File: config.mk
export PLATFORM = sky130hd
export DESIGN_NAME = cht_front
export DESIGN_NICKNAME = d
export VERILOG_FILES = /design/src/rtl/core/chained_hash_table_unit_defines.svh /design/src/rtl/core/cht_pkg.sv /design/src/rtl/core/cht_front.sv
export SDC_FILE = /design/constraint.sdc
export NUM_CORES = 1
export LEC_CHECK = 0
export BUFFER_PORTS_ARGS = -buffer_cell sky130_fd_sc_hd__buf_4
export CORE_AREA = 2 2 83 85
export CTS_CLUSTER_SIZE = 24
export DETAILED_ROUTE_END_ITERATION = 7
export DIE_AREA = 0 0 85 87
export PLACE_DENSITY = 0.73
export SLEW_MARGIN = 20
export SYNTH_ARGS = -nofsm -noshare
export SYNTH_HDL_FRONTEND = slang
export SYNTH_SLANG_ARGS = --single-unit
File: constraint.sdc
create_clock -name i_clk -period 9.01 [get_ports i_clk]
set_input_delay 0.901 -clock i_clk [delete_from_list [all_inputs] [get_ports i_clk]]
set_output_delay 0.901 -clock i_clk [all_outputs]
set_load 0.1 [all_outputs]
File: src/rtl/core/chained_hash_table_unit_defines.svh
// Assertion macros for the chained hash table.
`ifndef CHAINED_HASH_TABLE_UNIT_DEFINES_SVH
`define CHAINED_HASH_TABLE_UNIT_DEFINES_SVH

// Implication checked on every rising clock edge out of reset.
`define CHT_ASSERT_IMP(lbl, clk, rst_n, a, c) \
    lbl: assert property (@(posedge clk) disable iff (!rst_n) (a) |-> (c)) \
        else $error("assertion failed");

// Next-cycle implication checked out of reset.
`define CHT_ASSERT_NXT(lbl, clk, rst_n, a, c) \
    lbl: assert property (@(posedge clk) disable iff (!rst_n) (a) |=> (c)) \
        else $error("assertion failed");

`endif

File: src/rtl/core/cht_pkg.sv
package cht_pkg;

    localparam logic [0:0] KIND_INSERT = 1'b0;
    localparam logic [0:0] KIND_REMOVE = 1'b1;

    localparam logic [1:0] ST_INSERTED  = 2'd0;
    localparam logic [1:0] ST_REMOVED   = 2'd1;
    localparam logic [1:0] ST_NOT_FOUND = 2'd2;
    localparam logic [1:0] ST_POOL_FULL = 2'd3;

    localparam int KEY_W = 31;
    localparam int BKT_W = 6;
    localparam int CNT_W = 7;

    localparam logic [0:0] REG_BUCKET_COUNT = 1'b0;

    typedef struct packed {
        logic [0:0]       kind;
        logic [KEY_W-1:0] key;
    } t_in_word;

    typedef struct packed {
        logic [1:0]       status;
        logic [BKT_W-1:0] bucket;
    } t_out_word;

    // front to back: classified word with its bucket
    typedef struct packed {
        logic [0:0]       kind;
        logic [KEY_W-1:0] key;
        logic [BKT_W-1:0] bucket;
    } t_cmd_word;

endpackage

File: src/rtl/core/cht_front.sv
module cht_front import cht_pkg::*; #(
    parameter int BUCKETS = 64
) (
    input  logic             i_clk,
    input  logic             i_rst_n,
    input  logic [CNT_W-1:0] i_bucket_count,
    input  logic             i_push,
    input  t_in_word         i_word,
    output logic             o_full,
    output logic             o_cmd_valid,
    output t_cmd_word        o_cmd,
    input  logic             i_cmd_take
);
    // restoring division remainder, one key bit per cycle
    localparam int CW = $clog2(BUCKETS + 1);
    localparam int SW = $clog2(KEY_W + 1);

    logic             r_busy, n_busy;
    logic             r_done, n_done;
    logic [SW-1:0]    r_step, n_step;
    logic [KEY_W-1:0] r_key;
    logic [0:0]       r_kind;
    logic [CW:0]      r_rem, n_rem;
    logic [CW-1:0]    r_div;
    logic [CW-1:0]    w_div;
    logic [CW:0]      w_sh;

    always_comb begin
        if (i_bucket_count == '0) begin
            w_div = CW'(1);
        end else if (32'(i_bucket_count) > BUCKETS) begin
            w_div = CW'(BUCKETS);
        end else begin
            w_div = CW'(i_bucket_count);
        end
    end

    assign o_full = r_busy | r_done;
    assign w_sh = {r_rem[CW-1:0], r_key[KEY_W-1-32'(r_step)]};

    always_comb begin
        n_busy = r_busy;
        n_done = r_done;
        n_step = r_step;
        n_rem = r_rem;
        if (i_push && !o_full) begin
            n_busy = 1'b1;
            n_step = '0;
            n_rem = '0;
        end else if (r_busy) begin
            n_rem = (w_sh >= {1'b0, r_div}) ? w_sh - {1'b0, r_div} : w_sh;
            n_step = r_step + SW'(1);
            if (32'(r_step) == KEY_W - 1) begin
                n_busy = 1'b0;
                n_done = 1'b1;
            end
        end else if (r_done && i_cmd_take) begin
            n_done = 1'b0;
        end
    end

    always_ff @(posedge i_clk) begin
        if (!i_rst_n) begin
            r_busy <= 1'b0;
            r_done <= 1'b0;
            r_step <= '0;
        end else begin
            r_busy <= n_busy;
            r_done <= n_done;
            r_step <= n_step;
        end
        r_rem <= n_rem;
        if (i_push && !o_full) begin
            r_key <= i_word.key;
            r_kind <= i_word.kind;
            r_div <= w_div;
        end
    end

    assign o_cmd_valid = r_done;
    assign o_cmd.kind = r_kind;
    assign o_cmd.key = r_key;
    assign o_cmd.bucket = BKT_W'(r_rem);
endmodule

==> results of run 1 <==
## per-stage QoR
step                power [mW]  hold WS (ns)
CTS                      0.779         0.550
detailed placement       0.615         0.535
finish                   0.772         0.544
floorplan                0.562         0.488
global placement         0.612         0.532
global route             0.811         0.578
## power groups by stage
stage,clock [mW],sequential (mW),combinational (mW)
after floorplan,0,0.366,0.196
after global placement,0,0.314,0.297
after detailed placement,0,0.315,0.301
after CTS,0.168,0.309,0.302
after global routing,0.176,0.313,0.322
final,0.163,0.308,0.300
## per-layer routing
layer	vias up	routed length (um)	track usage, %
li1	839	-	-
met1	788	2130	18.1
met2	57	2400	21.8
met3	11	305	3.79
met4	0	154	6.06
met5	-	0	0
## worst min-delay path: cells and delay by family (launching register included)
kind | cells | cell delay (ns)
AO/OA/AOI/OAI | 1 | 0.05
flip-flops | 1 | 0.36
AND/OR/NAND/NOR | 1 | 0.10
## logic make-up (layout without fill, tap and decap cells)
family	after synthesis	after routing	synth area share, %
adder cells (fa/ha/maj)	11	11	5.75
XOR/XNOR	9	9	3.12
AO/OA/AOI/OAI	26	26	7.04
flip-flops	53	53	57.5
buffers and inverters	25	102	5.05
multiplexers	16	16	11.4
AND/OR/NAND/NOR	48	48	10.2
## sequential cells by signal (all words and copies together) (netlist names)
name	count
r_key	31
r_div	7
r_rem	7
r_step	5
o_cmd_valid	1
r_busy	1
r_kind	1
## synth_stat cells, types with 2 or more instances
cell type  count
nand2_1        2
a211oi_1       5
a21oi_1        5
nor3b_1        6
mux2i_1        7
o21ai_0        4
nand4_1        4
xor2_1         5
buf_4          7
edfxtp_1      39
nor2b_1       10
a21o_1         2
mux4_2         5
inv_1         11
xnor2_1        4
nor2_1        17
nand3_1        3
ha_1          10
or2_2          2
clkbuf_1       5
mux4_1         4
dfxtp_1       14
## path summary, 6_finish.rpt
kind	startpoint	endpoint	slack (ns)	cells after the start
max	r_step[0]	r_rem[2]	4.35	14
max reg2reg	r_step[0]	r_rem[2]	4.35	14
min	r_rem[4]	r_rem[4]	0.54	2
min reg2reg	r_rem[4]	r_rem[4]	0.54	2
## cell type report
cell class	count	area, um2
clock buffers	5	68.8
clock inverters	3	43.8
fillers	538	3290
inverters	11	41.3
multi-input cells	110	953
flip-flops and latches	53	1450
well taps	80	100
repair buffers	83	623
==> out/qor.yml, run 1 <==
swShare_pct: 39.3
placed_cells: 337
slew_viol_final: 0
cpLargestDelayFamily: "compound AO/OA/AOI/OAI gates"
numPortBuffers: 82
grt_max_degree: 48
period_needed_ns: 4.66
placed_area_um2: 3170
critical_path.slowest_cell: "dfxtp_1"
setup.worst_path.end_class: "flip-flop"
grt_util_all_layers_pct: 13.9
dp_slack_ns: 4.37
outcome: "complete, no violations"
cp.buffers_inverters: 2
grt_pass1_vias: 1670
nNetsFinal: 318
clock.fmax_mhz: 215
wl_per_cell_um: 14.5
synth_top_area_share_pct: 46.4
rsz0062_at_grt: "false"
fin_skew_ns: 0.0106
die_h_um: 87
grt_first_pass_wirelength_um: 8080
path_cells: "inv_1 > ha_1 > mux4_1 > mux4_2 > mux2i_1 > ha_1 > inv_1 > fa_1 > a21o_1 > a21oi_1 > o21ai_1 > a21oi_2 > nor2_1 > a311o_1"
async_flop_share_pct: 0
start_util_pct: 38.4
synth_area_leaders: "edfxtp_1 46%, dfxtp_1 11%, ha_1 5.0%"
routed_via_density: 4.91
cts_setup_buffers: 0
p_int_mw: 0.468
synthesis.area_um2: 2520
hp-class: "flip-flop to flip-flop"
peakVddDrop_mv: 0.121
cts_hold_buffers: 0
critPathMaxStageDelay_ns: 0.77
coreArea_um2: 6570
cts_buffers: 5
hpwl_um: 3830
power_frac_clock_pct: 21.2
die_area_um2: 7400
setup_slack_ns: 4.35
ys_ff_latch: 53
powerDensity_nw_per_um2: 235
stdcell_count: 345
ys_seq_area_share_pct: 57.5
antenna_found_initial: 0
cts-root-buf: "clkbuf_8"
post-route-drc-count: 0
ys.warnings.count: 0
clk_latency_ns: 0.30
num_antenna_cells: 0
crit_arrival_ns: 4.85
layout-drive-gt1-share_pct: 38.1
layout_commonest_cell: "buf_4"
critPathLaunchType: "flip-flop"
io_pins: 83
cts_sinks: 53
period_share_pct: 51.7
die-width_um: 85
ctsHtreeMaxLevel: 2
worst_pin_slew_ns: 0.783
power_switching_mw: 0.303
cp_max_fo: 15
vias: 1695
maxCapViolCount: 0
mostFrequentLayoutCells: "83 x buf_4, 39 x edfxtp_1, 16 x nor2_1, 14 x dfxtp_1, 11 x inv_1"
post-route-util_pct: 50.0
dr.pass1.iters: 4
syn_inst: 188
slew_headroom_pct: 47.7
ys.flop_type: "edfxtp_1"
synth_edf_count: 39
synth_top_area_cell: "edfxtp_1"
wl_um: 4990
p_comb_share_pct: 38.9
synth_cell_types: 39
path_clk_slew_ns: 0.10
finalSetupTns_ns: 0
path_class: "flip-flop to flip-flop"
cts_tree: "built"
gp_congestion: 0.748
ant_nets: 0
power_frac_seq_pct: 39.9
avgSynthCellArea_um2: 13.4
syn_nets: 242
hold_viol: 0
setup_viol: 0
worstPathRequired_ns: 9.20
clk_path_buf_depth: 2
rows: 30
cts-resized-gates: 0
globalRouteOverflowTotal: 0
drt_iter0_drc: 98
final_area_um2: 3280
leakage_nw: 1.39
syn_to_final_growth_pct: 30.0
Power figures use the tool's default switching activity.
==> inputs of run 2 (changes only) <==
- clock period: 9.01 -> 4.3 ns (I/O delays scaled with it)
==> out/qor.yml, run 2 (synthesis results as in run 1) <==
ant_nets: 0  # unchanged
startpoint: "r_step[1]"  # was r_step[0]
die_h_um: 87  # unchanged
top_register: "r_key"  # unchanged
wl_um: 4980  # was 4990 um
cts-resized-gates: 0  # unchanged
path_cells: "ha_1 > mux4_1 > mux4_2 > mux2i_1 > ha_1 > inv_1 > fa_1 > a21o_1 > a21oi_1 > o21ai_1 > a21oi_4 > nor2_1 > a311o_1"  # was inv_1 > ha_1 > mux4_1 > mux4_2 > mux2i_1 > ha_1 > inv_1 > fa_1 > a21o_1 > a21oi_1 > o21ai_1 > a21oi_2 > nor2_1 > a311o_1
wl_per_cell_um: 14.4  # was 14.5 um
die-width_um: 85  # unchanged
min_from: "i_word[13]"  # was r_rem[4]
reg.largest.list: "r_key: 31 flops, r_div: 7 flops, r_rem: 7 flops"  # unchanged
antenna_found_initial: 0  # unchanged
numPortBuffers: 82  # unchanged
power_mw: 1.57  # was 0.772 mW
grt_first_pass_wirelength_um: 8070  # was 8080 um
ctsHtreeMaxLevel: 2  # unchanged
fin_skew_ns: 0.00638  # was 0.0106 ns
mostFrequentLayoutCells: "84 x buf_4, 39 x edfxtp_1, 16 x nor2_1, 14 x dfxtp_1, 11 x inv_1"  # was 83 x buf_4, 39 x edfxtp_1, 16 x nor2_1, 14 x dfxtp_1, 11 x inv_1
post-route-util_pct: 49.9  # was 50.0%
largest_reg_flops: 31  # unchanged
grt_util_all_layers_pct: 13.7  # was 13.9%
cts_tree: "built"  # unchanged
grt_pass1_vias: 1615  # was 1,670
vias: 1689  # was 1,695
path_clk_slew_ns: 0.10  # about the same
slew_viol_final: 0  # unchanged
dr.pass1.iters: 4  # unchanged
critical_path.slowest_cell: "ha_1"  # was dfxtp_1
coreArea_um2: 6570  # unchanged
drt_iter0_drc: 66  # was 98
nNetsFinal: 319  # was 318
peakVddDrop_mv: 0.229  # was 0.121 mV
clk_latency_ns: 0.30  # about the same
cts_buffers: 5  # unchanged
globalRouteOverflowTotal: 0  # unchanged
cpLargestDelayFamily: "compound AO/OA/AOI/OAI gates"  # unchanged
regArea_um2: 1450  # unchanged
placed_cells: 338  # was 337
path_class: "flip-flop to flip-flop"  # unchanged
power_switching_mw: 0.643  # was 0.303 mW
clk_path_buf_depth: 2  # unchanged
p_comb_share_pct: 40.9  # was 38.9%
setup.worst_path.end_class: "flip-flop"  # unchanged
gp_congestion: 0.745  # was 0.748
cts_sinks: 53  # unchanged
clock.fmax_mhz: 248  # was 215 MHz
die_area_um2: 7400  # unchanged
cts_hold_buffers: 0  # unchanged
routed_via_density: 4.88  # was 4.91
critPathLaunchType: "flip-flop"  # unchanged
layout-drive-gt1-share_pct: 38.3  # was 38.1%
hold_viol: 0  # unchanged
period_needed_ns: 4.03  # was 4.66 ns
fill_cells: 579  # was 538
maxCapViolCount: 0  # unchanged
cts-root-buf: "clkbuf_8"  # unchanged
syn_to_final_growth_pct: 29.9  # was 30.0%
power_frac_seq_pct: 40.8  # was 39.9%
regToRegStartpoint: "r_step[1]"  # was r_step[0]
period_share_pct: 93.7  # was 51.7%
hpwl_um: 3900  # was 3830 um
critPathMaxStageDelay_ns: 0.53  # was 0.77 ns
powerDensity_nw_per_um2: 479  # was 235 nW/um2
multi_input_area_um2: 961  # was 953 um2
finalSetupTns_ns: 0  # unchanged
post-route-drc-count: 0  # unchanged
stdcell_count: 346  # was 345
hp-class: "primary input to flip-flop"  # was flip-flop to flip-flop
cp.buffers_inverters: 1  # was 2
cp_max_fo: 10  # was 15
cts_setup_buffers: 0  # unchanged
setup_viol: 0  # unchanged
io_pins: 83  # unchanged
grt_max_degree: 29  # was 48
rows: 30  # unchanged
placed_area_um2: 3180  # was 3170 um2
num_antenna_cells: 0  # unchanged
crit_top_cell: "ha_1"
start_util_pct: 38.4  # unchanged
power_frac_clock_pct: 18.3  # was 21.2%
outcome: "complete, no violations"  # unchanged
layout_commonest_cell: "buf_4"  # unchanged
swShare_pct: 40.9  # was 39.3%
leakage_nw: 1.38  # was 1.39 nW
rsz0062_at_grt: "false"  # unchanged
slew_headroom_pct: 48.6  # was 47.7%
worstPathRequired_ns: 4.49  # was 9.20 ns
crit_arrival_ns: 4.22  # was 4.85 ns
p_int_mw: 0.929  # was 0.468 mW
rrSetupSlack_ns: 0.27  # was 4.35 ns
worst_pin_slew_ns: 0.771  # was 0.783 ns
final_area_um2: 3280  # about the same
-- run 2: final cells by class --
type | count | share of cell area (%)
flip-flops and latches | 53 | 44.3
multi-input cells | 110 | 29.3
well taps | 80 | 3.05
clock inverters | 3 | 0.801
inverters | 11 | 1.26
repair buffers | 84 | 19.2
clock buffers | 5 | 2.10
-- run 2: per-stage QoR --
step                      worst slack (ns)  hold WS, ns
final                                0.273        0.295
after global routing                0.0146        0.280
after CTS                            0.162        0.286
after detailed placement             0.184        0.532
after global placement               0.267        0.523
after floorplan                      0.140        0.488
-- run 2: worst paths after layout --
check,cells after the start,endpoint
setup / recovery,13,r_rem[2]
hold / removal,1,r_key[13]
setup reg to reg,13,r_rem[2]
hold reg to reg,2,r_rem[4]
-- run 2: layer usage --
layer  track usage [%]  vias up  wire [um]
li1                  -      838          -
met1              19.1      794       2190
met2              21.2       51       2420
met3              3.32        6        275
met4              4.47        0         93
met5                 0        -          0
-- run 2: power groups by stage --
stage | sequential (mW) | combinational (mW) | clock [mW]
2_1_floorplan | 0.767 | 0.410 | 0
3_3_place_gp | 0.654 | 0.630 | 0
3_5_place_dp | 0.654 | 0.637 | 0
4_1_cts | 0.643 | 0.638 | 0.297
5_1_grt | 0.652 | 0.684 | 0.320
6_report | 0.642 | 0.642 | 0.287
==> inputs of run 3 (changes only) <==
- BUFFER_PORTS_ARGS: -buffer_cell sky130_fd_sc_hd__buf_4 -> -buffer_cell sky130_fd_sc_hd__buf_2
- clock period: 4.3 -> 4.8 ns (I/O delays scaled with it)
==> out/qor.yml, run 3 (synthesis results as in run 1) <==
outcome: "complete, no violations"  # unchanged
clk_latency_ns: 0.31  # was 0.30 ns
start_util_pct: 38.4  # unchanged
rows: 30  # unchanged
worstPathRequired_ns: 5.00  # was 4.49 ns
cts_sinks: 53  # unchanged
cts-root-buf: "clkbuf_8"  # unchanged
clock.fmax_mhz: 231  # was 248 MHz
wl_um: 4850  # was 4980 um
dr.pass1.iters: 4  # unchanged
use_met2_pct: 21.5  # was 21.2%
die-width_um: 85  # unchanged
vias: 1710  # was 1,689
cp_max_fo: 10  # unchanged
num_antenna_cells: 0  # unchanged
ant_nets: 0  # unchanged
slew_headroom_pct: 44.7  # was 48.6%
grt_max_degree: 42  # was 29
p_comb_share_pct: 39.1  # was 40.9%
antenna_found_initial: 0  # unchanged
setup.worst_path.end_class: "flip-flop"  # unchanged
hold_viol: 0  # unchanged
power_frac_seq_pct: 41.7  # was 40.8%
grt_pass1_vias: 1726  # was 1,615
critPathLaunchType: "flip-flop"  # unchanged
ctsHtreeMaxLevel: 2  # unchanged
numPortBuffers: 82  # unchanged
routed_via_density: 4.94  # was 4.88
critPathMaxStageDelay_ns: 0.52  # was 0.53 ns
power_frac_clock_pct: 19.2  # was 18.3%
cp.buffers_inverters: 2  # was 1
layout-drive-gt1-share_pct: 38.3  # unchanged
cts_buffers: 5  # unchanged
power_mw: 1.38  # was 1.57 mW
nNetsFinal: 319  # unchanged
period_share_pct: 90.3  # was 93.7%
post-route-drc-count: 0  # unchanged
worst_pin_slew_ns: 0.828  # was 0.771 ns
cts-resized-gates: 0  # unchanged
hp-class: "primary input to flip-flop"  # unchanged
cpLargestDelayFamily: "compound AO/OA/AOI/OAI gates"  # unchanged
swShare_pct: 41.8  # was 40.9%
syn_to_final_growth_pct: 21.6  # was 29.9%
path_cells: "inv_1 > ha_1 > mux4_2 > mux4_2 > mux2i_1 > ha_1 > inv_1 > fa_1 > a21o_1 > a21oi_1 > o21ai_1 > a21oi_2 > nor2_1 > a311o_1"  # was ha_1 > mux4_1 > mux4_2 > mux2i_1 > ha_1 > inv_1 > fa_1 > a21o_1 > a21oi_1 > o21ai_1 > a21oi_4 > nor2_1 > a311o_1
critical_path.slowest_cell: "ha_1"  # unchanged
crit_arrival_ns: 4.53  # was 4.22 ns
p_int_mw: 0.805  # was 0.929 mW
leakage_nw: 1.32  # was 1.38 nW
cts_tree: "built"  # unchanged
die_area_um2: 7400  # unchanged
io_pins: 83  # unchanged
layout_commonest_cell: "buf_2"  # was buf_4
grt_first_pass_wirelength_um: 8010  # was 8070 um
reg.largest.list: "r_key: 31 flops, r_div: 7 flops, r_rem: 7 flops"  # unchanged
slew_viol_final: 0  # unchanged
grtUsageMet3_pct: 4.27  # was 3.32%
rsz0062_at_grt: "false"  # unchanged
setup_viol: 0  # unchanged
period_needed_ns: 4.33  # was 4.03 ns
largest_reg_flops: 31  # unchanged
path_clk_slew_ns: 0.11  # was 0.10 ns
die_h_um: 87  # unchanged
top_register: "r_key"  # unchanged
top_usage_layer: "met2"  # unchanged
cts_setup_buffers: 0  # unchanged
peakVddDrop_mv: 0.225  # was 0.229 mV
coreArea_um2: 6570  # unchanged
gp_congestion: 0.765  # was 0.745
mostFrequentLayoutCells: "82 x buf_2, 39 x edfxtp_1, 16 x nor2_1, 14 x dfxtp_1, 11 x inv_1"  # was 84 x buf_4, 39 x edfxtp_1, 16 x nor2_1, 14 x dfxtp_1, 11 x inv_1
fill_cells: 570  # was 579
globalRouteOverflowTotal: 0  # unchanged
powerDensity_nw_per_um2: 451  # was 479 nW/um2
power_switching_mw: 0.578  # was 0.643 mW
drt_iter0_drc: 100  # was 66
path_class: "flip-flop to flip-flop"  # unchanged
cts_hold_buffers: 0  # unchanged
grt_util_all_layers_pct: 13.6  # was 13.7%
finalSetupTns_ns: 0  # unchanged
clk_path_buf_depth: 2  # unchanged
grt_use_met1_pct: 17.2  # was 19.1%
hpwl_um: 3720  # was 3900 um
fin_skew_ns: 0.0115  # was 0.00638 ns
maxCapViolCount: 0  # unchanged
wl_per_cell_um: 14.0  # was 14.4 um
[run 3: worst paths after layout]
| kind | startpoint | to | slack [ns] | cells after the start |
|---|---|---|---|---|
| min | i_word[29] | r_key[29] | 0.33 | 1 |
| min reg2reg | r_rem[4] | r_rem[4] | 0.55 | 2 |
| max | r_step[0] | r_rem[2] | 0.47 | 14 |
| max reg2reg | r_step[0] | r_rem[2] | 0.47 | 14 |
[run 3: through the flow]
step                utilization (%)  worst slack (ns)  hold slack [ns]  std cells  area (um2)
floorplan                         -             0.640            0.488        188        2520
global placement               45.2             0.624            0.535        338        2970
detailed placement             45.2             0.465            0.542        338        2970
CTS                            46.7             0.432            0.320        346        3070
global route                   46.7             0.156            0.319        346        3070
finish                         46.7             0.466            0.334        346        3070
[run 3: cell type report]
cell class              count  area (um2)  share of cell area [%]
repair buffers             84         425                    13.9
flip-flops and latches     53        1450                    47.3
multi-input cells         110         953                    31.1
inverters                  11        41.3                    1.35
clock buffers               5        68.8                    2.24
well taps                  80         100                    3.26
clock inverters             3        28.8                   0.938
[run 3: power by group through the flow]
stage / combinational (mW) / clock, mW / sequential [mW]
final: 0.541 / 0.266 / 0.576
after global routing: 0.583 / 0.296 / 0.583
after CTS: 0.543 / 0.279 / 0.576
after detailed placement: 0.541 / 0 / 0.587
after global placement: 0.533 / 0 / 0.586
after floorplan: 0.368 / 0 / 0.687
[run 3: layer usage]
metal  share of wire [%]  up-vias
met4                 2.7        0
met5                   0        -
li1                    -      842
met2                  48       63
met1                  42      794
met3                 6.9       11
[run 3: worst reg2reg max path, cell delays in order, from the launching register on]
cell	delay, ns
dfxtp_1	0.50
inv_1	0.08
ha_1	0.52
mux4_2	0.37
mux4_2	0.47
mux2i_1	0.20
ha_1	0.20
inv_1	0.05
fa_1	0.40
a21o_1	0.17
a21oi_1	0.25
o21ai_1	0.14
a21oi_2	0.41
nor2_1	0.12
a311o_1	0.34
